`src/rtl/i2cwp_pkg.sv`:
```
// Shared types, state codes and item classification for the I2C write phase generator.
`timescale 1ns / 1ps

package i2cwp_pkg;

  // Input item: address or data byte
  typedef struct packed {
    logic       kind;
    logic [7:0] value;
    logic       last;
  } in_item_t;

  // Result item: one bus phase
  typedef struct packed {
    logic scl;
    logic sda;
    logic end_of_run;
  } out_item_t;

  // Classified command handed from the front to the back
  typedef struct packed {
    logic       start;
    logic [7:0] data;
    logic       stop;
  } cmd_t;

  // Item kind codes
  localparam logic KIND_ADDR = 1'b0;

  // Phase sequencer states
  typedef enum logic [2:0] {
    SEQ_IDLE,
    SEQ_START,
    SEQ_BITS,
    SEQ_ACK,
    SEQ_STOP
  } seq_state_t;

  // Each bus symbol spans three phases; a byte spans eight bits
  localparam logic [1:0] SUB_FIRST = 2'd0;
  localparam logic [1:0] SUB_MID   = 2'd1;
  localparam logic [1:0] SUB_LAST  = 2'd2;
  localparam logic [2:0] BIT_LAST  = 3'd7;

  // Turn an input item into a command: an address gets START and the write
  // bit appended, a data byte gets STOP when marked last
  function automatic cmd_t classify(input in_item_t it);
    cmd_t c;
    if (it.kind == KIND_ADDR) begin
      c.start = 1'b1;
      c.data  = {it.value[6:0], 1'b0};
      c.stop  = 1'b0;
    end else begin
      c.start = 1'b0;
      c.data  = it.value;
      c.stop  = it.last;
    end
    return c;
  endfunction

endpackage

```
`src/rtl/i2cwp_front.sv`:
```
// Front stage: accept input beats and register the classified command.
`timescale 1ns / 1ps

module i2cwp_front
  import i2cwp_pkg::*;
(
  input  logic     clk,
  input  logic     rst,
  input  logic     push,
  input  in_item_t item,
  output logic     full,
  output logic     cmd_push,
  output cmd_t     cmd,
  input  logic     cmd_full
);

  logic cmd_valid;
  logic accept;
  logic drain;

  // Hand the held command onward when the queue has room
  assign drain    = cmd_valid && !cmd_full;
  assign full     = cmd_valid && cmd_full;
  assign accept   = push && !full;
  assign cmd_push = cmd_valid;

  // Hold the valid flag until the queue takes the beat
  always_ff @(posedge clk) begin
    if (rst) begin
      cmd_valid <= 1'b0;
    end else if (accept) begin
      cmd_valid <= 1'b1;
    end else if (drain) begin
      cmd_valid <= 1'b0;
    end
  end

  // Classify on accept
  always_ff @(posedge clk) begin
    if (accept) begin
      cmd <= classify(item);
    end
  end

endmodule

```
`src/rtl/i2cwp_cmd_queue.sv`:
```
// Short command queue between the front and the phase sequencer.
`timescale 1ns / 1ps

module i2cwp_cmd_queue
  import i2cwp_pkg::*;
#(
  parameter int DEPTH = 2
) (
  input  logic clk,
  input  logic rst,
  input  logic wr_en,
  input  cmd_t wr_cmd,
  output logic full,
  input  logic rd_en,
  output cmd_t rd_cmd,
  output logic empty
);

  localparam int AW = $clog2(DEPTH);
  localparam int CW = $clog2(DEPTH + 1);

  cmd_t          slots [DEPTH];
  logic [AW-1:0] wptr;
  logic [AW-1:0] rptr;
  logic [CW-1:0] count;
  logic          do_wr;
  logic          do_rd;

  assign full   = (count == CW'(DEPTH));
  assign empty  = (count == '0);
  assign do_wr  = wr_en && !full;
  assign do_rd  = rd_en && !empty;
  assign rd_cmd = slots[rptr];

  // Advance pointers and occupancy
  always_ff @(posedge clk) begin
    if (rst) begin
      wptr  <= '0;
      rptr  <= '0;
      count <= '0;
    end else begin
      if (do_wr) begin
        wptr <= (wptr == AW'(DEPTH - 1)) ? '0 : wptr + 1'b1;
      end
      if (do_rd) begin
        rptr <= (rptr == AW'(DEPTH - 1)) ? '0 : rptr + 1'b1;
      end
      if (do_wr && !do_rd) begin
        count <= count + 1'b1;
      end else if (do_rd && !do_wr) begin
        count <= count - 1'b1;
      end
    end
  end

  // Store the incoming beat
  always_ff @(posedge clk) begin
    if (do_wr) begin
      slots[wptr] <= wr_cmd;
    end
  end

endmodule

```
`src/rtl/i2cwp_back.sv`:
```
// Back stage: step through bus phases of each command into the result register.
`timescale 1ns / 1ps

module i2cwp_back
  import i2cwp_pkg::*;
(
  input  logic      clk,
  input  logic      rst,
  input  cmd_t      cmd,
  input  logic      cmd_empty,
  output logic      cmd_pop,
  output out_item_t phase,
  output logic      empty,
  input  logic      pop
);

  seq_state_t state, state_next;
  logic [1:0] sub, sub_next;
  logic [2:0] bitcnt, bitcnt_next;
  logic [7:0] shreg, shreg_next;
  logic       stop, stop_next;
  logic       ovalid, ovalid_next;
  out_item_t  phase_next;
  out_item_t  cur;
  logic       advance;
  logic       take;

  assign empty   = !ovalid;
  assign advance = !ovalid || pop;

  // Decode the current phase levels
  always_comb begin
    cur = '0;
    unique case (state)
      SEQ_IDLE: begin
        cur = '0;
      end
      SEQ_START: begin
        cur.scl = (sub != SUB_LAST);
        cur.sda = (sub == SUB_FIRST);
      end
      SEQ_BITS: begin
        cur.scl = (sub == SUB_MID);
        cur.sda = shreg[7];
      end
      SEQ_ACK: begin
        cur.scl        = (sub == SUB_MID);
        cur.sda        = 1'b1;
        cur.end_of_run = (sub == SUB_LAST) && !stop;
      end
      SEQ_STOP: begin
        cur.scl        = (sub != SUB_FIRST);
        cur.sda        = (sub == SUB_LAST);
        cur.end_of_run = (sub == SUB_LAST);
      end
      default: begin
        cur = '0;
      end
    endcase
  end

  // Next state: emit a phase when the result register frees, load on item end
  always_comb begin
    state_next  = state;
    sub_next    = sub;
    bitcnt_next = bitcnt;
    shreg_next  = shreg;
    stop_next   = stop;
    ovalid_next = ovalid && !pop;
    phase_next  = phase;
    take        = 1'b0;

    if (state == SEQ_IDLE) begin
      take = !cmd_empty;
    end else if (advance) begin
      ovalid_next = 1'b1;
      phase_next  = cur;
      if (sub != SUB_LAST) begin
        sub_next = sub + 1'b1;
      end else begin
        sub_next = SUB_FIRST;
        unique case (state)
          SEQ_START: begin
            state_next = SEQ_BITS;
          end
          SEQ_BITS: begin
            shreg_next  = {shreg[6:0], 1'b0};
            bitcnt_next = bitcnt + 1'b1;
            if (bitcnt == BIT_LAST) begin
              state_next = SEQ_ACK;
            end
          end
          SEQ_ACK: begin
            if (stop) begin
              state_next = SEQ_STOP;
            end else begin
              state_next = SEQ_IDLE;
              take       = !cmd_empty;
            end
          end
          SEQ_STOP: begin
            state_next = SEQ_IDLE;
            take       = !cmd_empty;
          end
          default: begin
            state_next = SEQ_IDLE;
          end
        endcase
      end
    end

    // Load the next command straight behind the finished one
    if (take) begin
      state_next  = cmd.start ? SEQ_START : SEQ_BITS;
      sub_next    = SUB_FIRST;
      bitcnt_next = '0;
      shreg_next  = cmd.data;
      stop_next   = cmd.stop;
    end
  end

  assign cmd_pop = take;

  // Control registers
  always_ff @(posedge clk) begin
    if (rst) begin
      state  <= SEQ_IDLE;
      ovalid <= 1'b0;
    end else begin
      state  <= state_next;
      ovalid <= ovalid_next;
    end
  end

  // Payload registers
  always_ff @(posedge clk) begin
    sub    <= sub_next;
    bitcnt <= bitcnt_next;
    shreg  <= shreg_next;
    stop   <= stop_next;
    phase  <= phase_next;
  end

endmodule

```
`src/rtl/i2c_master_write_phase_generator_core.sv`:
```
// Top level of the I2C write phase generator: front, command queue, sequencer.
//
//   channel  direction  beat        handshake
//   item     in         in_item_t   push / full   (taken on push && !full)
//   phase    out        out_item_t  empty / pop   (taken on pop && !empty)
//
// Phases: 30 for an address item, 27 for a data item, 30 with STOP; one per
// cycle while pop keeps up, with the next command loaded at the edge that
// registers the last phase of the previous one, so items run without a gap.
// Each item passes the front register and queue before the sequencer takes it.
// With pop low the sequencer holds; the front register and QDEPTH-entry queue
// fill, then full rises. Reset (rst, synchronous) empties every stage.
`timescale 1ns / 1ps

module i2c_master_write_phase_generator_core
  import i2cwp_pkg::*;
#(
  parameter int QDEPTH = 2
) (
  input  logic      clk,
  input  logic      rst,
  input  logic      push,
  input  in_item_t  item,
  output logic      full,
  output out_item_t phase,
  output logic      empty,
  input  logic      pop
);

  cmd_t front_cmd;
  cmd_t q_cmd;
  logic front_push;
  logic q_full;
  logic q_empty;
  logic q_pop;

  i2cwp_front u_front (
    .clk      (clk),
    .rst      (rst),
    .push     (push),
    .item     (item),
    .full     (full),
    .cmd_push (front_push),
    .cmd      (front_cmd),
    .cmd_full (q_full)
  );

  i2cwp_cmd_queue #(
    .DEPTH (QDEPTH)
  ) u_queue (
    .clk    (clk),
    .rst    (rst),
    .wr_en  (front_push),
    .wr_cmd (front_cmd),
    .full   (q_full),
    .rd_en  (q_pop),
    .rd_cmd (q_cmd),
    .empty  (q_empty)
  );

  i2cwp_back u_back (
    .clk       (clk),
    .rst       (rst),
    .cmd       (q_cmd),
    .cmd_empty (q_empty),
    .cmd_pop   (q_pop),
    .phase     (phase),
    .empty     (empty),
    .pop       (pop)
  );

`ifndef SYNTH
  // Queue cannot be full and empty at once
  a_queue_sane: assert property (@(posedge clk) disable iff (rst)
    !(q_full && q_empty))
    else $error("command queue full and empty together");

  // Input side opens after reset
  a_reset_open: assert property (@(posedge clk)
    rst |=> !full)
    else $error("full set after reset");

  // The final phase of any item leaves SDA released
  a_end_sda: assert property (@(posedge clk) disable iff (rst)
    (!empty && phase.end_of_run) |-> phase.sda)
    else $error("end of run with SDA low");

  // The sequencer only pulls from a non-empty queue
  a_pop_guard: assert property (@(posedge clk) disable iff (rst)
    q_pop |-> !q_empty)
    else $error("pop from empty command queue");
`endif

endmodule

```
`config.mk`:
```
export PLATFORM = sky130hd
export DESIGN_NAME = i2c_master_write_phase_generator_core
export DESIGN_NICKNAME = d
export VERILOG_FILES = /design/src/rtl/i2cwp_pkg.sv /design/src/rtl/i2cwp_front.sv /design/src/rtl/i2cwp_cmd_queue.sv /design/src/rtl/i2cwp_back.sv /design/src/rtl/i2c_master_write_phase_generator_core.sv
export SDC_FILE = /design/constraint.sdc
export NUM_CORES = 1
export LEC_CHECK = 0
export ABC_AREA = 1
export BUFFER_PORTS_ARGS = -buffer_cell sky130_fd_sc_hd__buf_2
export CAP_MARGIN = 0
export CORE_UTILIZATION = 60
export DETAILED_ROUTE_END_ITERATION = 6
export PLACE_DENSITY = 0.91
export SLEW_MARGIN = 10
export SYNTH_ARGS = -nofsm -noshare
export SYNTH_HDL_FRONTEND = slang
export SYNTH_SLANG_ARGS = --single-unit
```
`constraint.sdc`:
```
create_clock -name clk -period 5.84 [get_ports clk]
set_clock_uncertainty 0.2 [all_clocks]
set_input_delay 0.876 -clock clk [delete_from_list [all_inputs] [get_ports clk]]
set_output_delay 0.876 -clock clk [all_outputs]
set_load 0.05 [all_outputs]
```
==> impl_metrics.py <==
metrics = {
    "min_path": {
        "hold_class": "flip-flop to flip-flop",
    },
    "synthesis": {
        "synth_seq_cells": 57,
        "netlist_instances": 229,
        "ys_types": 26,
        "ys_seq_area_share_pct": 65.0,
        "synth_nets": 246,
        "netlist_area_mm2": 0.00240,
        "yosys_warnings": 0,
        "avgSynthCellArea_um2": 10.5,
    },
    "drt": {
        "drc": 0,
        "vias": 1632,
        "drt-wirelength-per-cell_um": 12.8,
        "ant_nets": 0,
        "totalWireLength_um": 3930,
        "dr.pass1.iters": 5,
        "drt_iter0_markers": 80,
        "via_per_inst": 5.32,
    },
    "setup_path": {
        "cpLargestDelayFamily": "simple AND/OR/NAND/NOR gates",
        "cp-end-kind": "flip-flop",
        "criticalPathCategory": "input pin to flip-flop",
        "cp_max_fo": 27,
        "arrival_ps": 2550,
        "required_ps": 5850,
        "critPathMaxStageDelay_ps": 370,
        "startpoint_type": "input pin",
        "path_cells": "buf_2, inv_1, nand2_1, nand2_4, nor2_4, nand2_1, nand2_2, nand2_4, ha_1, a21oi_1, o21ai_0, o21ai_0, a21oi_1",
        "cp_slowest_cell": "ha_1",
        "critPathBufInv": 2,
    },
    "clocking": {
        "htreeDepth": 3,
        "cts_tree": "yes",
        "numCtsBuffers": 9,
        "ctsHoldBuffers": 0,
        "postCtsSetupRepairBufs": 0,
        "ctsResizeCount": 0,
        "cts_buffer_depth": 2,
        "cts_num_sinks": 57,
        "ctsRootBufferMaster": "clkbuf_8",
        "path_clk_slew_ps": 60,
        "clk_latency_ps": 330,
    },
    "timing": {
        "finalSetupTns_ps": 0,
        "finalWorstSetupSlack_ps": 3300,
        "hold_slack_ps": 246,
        "finalSetupViolations": 0,
        "maxSlewViolCount": 0,
        "layout_min_cycle_time_ps": 2540,
        "hold_violations": 0,
        "worstMarginPinSlew_ps": 895,
        "fmax_mhz": 393,
        "fin_crit_sh_pct": 43.5,
        "slew_headroom_pct": 40.1,
        "rsz0062_at_grt": "false",
    },
    "global_route": {
        "grt_pass1_vias": 1516,
        "antenna_found_initial": 0,
        "grt_max_degree": 28,
        "grt.overflow.total": 0,
        "grt_pass1_wl_um": 6310,
        "track_usage_pct": 21.2,
    },
    "floorplan": {
        "rows": 22,
        "die_area_mm2": 0.00426,
        "die_w_um": 65.3,
        "io_pins": 19,
        "fp.dieH_um": 65.3,
        "start_util_pct": 64.2,
        "core_mm2": 0.00374,
    },
    "finish": {
        "stdcell_count": 307,
        "final_common_cell": "nand2_1",
        "area_growth_pct": 11.8,
        "layout_common_cells": "nand2_1 (66), edfxtp_1 (42), nor2_1 (23)",
        "n_antenna_cell": 0,
        "drive_gt1_share_pct": 17.4,
        "final_area_mm2": 0.00269,
        "layout.nets": 271,
    },
    "job": {
        "maxCapViolCount": 0,
    },
    "power_and_ir_drop": {
        "vdd.ir_drop.worst_mv": 0.301,
        "p_leak_uw": 0.00116,
        "power.density_mw_per_mm2": 526,
    },
    "placed_design": {
        "dp_hpwl_um": 2670,
        "dpl_cell_area_mm2": 0.00252,
        "pre_cts_slack_ps": 2970,
        "numPortBuffers": 18,
        "dp.cells": 291,
        "gp_congestion": 0.853,
    },
    "run_status": {
        "status": "finished clean",
    },
}
==> final timing paths <==
kind,start,to,slack [ps],cells past startpoint
max reg2reg,u_back.state[1],u_queue.count[1],3460,12
max,pop,u_queue.count[1],3300,13
min reg2reg,u_front.cmd[1],u_queue.slots[1][1],250,0
min,u_front.cmd[1],u_queue.slots[1][1],250,0
==> synthesized netlist by cell type (all sizes together) <==
cell type,instances,area share [%]
o211ai,2,0.62
inv,24,3.8
nand4,1,0.26
a211oi,2,0.62
edfxtp,42,53
nand3,8,1.7
a21oi,12,2.5
o31ai,7,3.2
clkinv,2,0.31
dfxtp,15,13
o21ai,5,1.0
nand2,70,12
or2,1,0.26
nor2,26,4.6
clkbuf,2,0.31
xor2,2,0.73
nor3,3,0.62
ha,3,1.6
buf,2,0.94
==> worst register-to-register path, stage by stage, from the launching register on <==
cell	delay [ps]
dfxtp_1	420
nand2_1	100
nor2_2	140
nand2_1	90
nand2_1	70
nand2_1	70
nand2_2	90
nand2_4	180
ha_1	380
a21oi_1	110
o21ai_0	140
o21ai_0	220
a21oi_1	60
==> logic make-up after synthesis <==
kind of cell | synth area share (%)
adders and majority gates | 1.56
and+or+nand+nor | 19.4
xor gates and xnor gates | 0.729
AOI/OAI and AO/OA | 8.02
buffers and inverters | 5.31
DFF | 65.0
==> final cells by class <==
class | instances | area, um2
Sequential cell | 57 | 1560
Fill cell | 269 | 1060
Multi-Input combinational cell | 142 | 713
Clock buffer | 11 | 141
Inverter | 26 | 97.6
Timing Repair Buffer | 18 | 90.1
Tap cell | 48 | 60.1
Clock inverter | 5 | 22.5
==> per-layer routing <==
metal  part of all wire [%]  up-vias  global-route usage [%]
met1                     43      768                    23.3
li1                       -      812                       -
met2                     50       44                    34.4
met5                      0        -                       0
met3                    5.0        8                    8.85
met4                    1.7        0                    11.7
==> where the power goes <==
part	internal (uW)	total, uW	switching (uW)
Combinational	139	478	339
Sequential	575	628	53.4
Clock	160	306	146
Total	874	1410	539
==> per-stage QoR <==
stage	util [%]	total power, uW
floorplan	-	1030
global placement	67.4	1080
detailed placement	67.4	1110
CTS	71.8	1420
global route	71.8	1500
finish	71.8	1410
==> state kept, by name, summed over array words and instances, names as in the netlist, 2 cells and up, named ones only <==
signal	flops
u_back.phase	3
u_back.state	3
u_back.shreg	8
u_back.sub	2
u_front.cmd	10
u_queue.count	2
u_back.bitcnt	3
u_queue.slots	20
No activity file was read; power rests on OpenSTA's default activity.
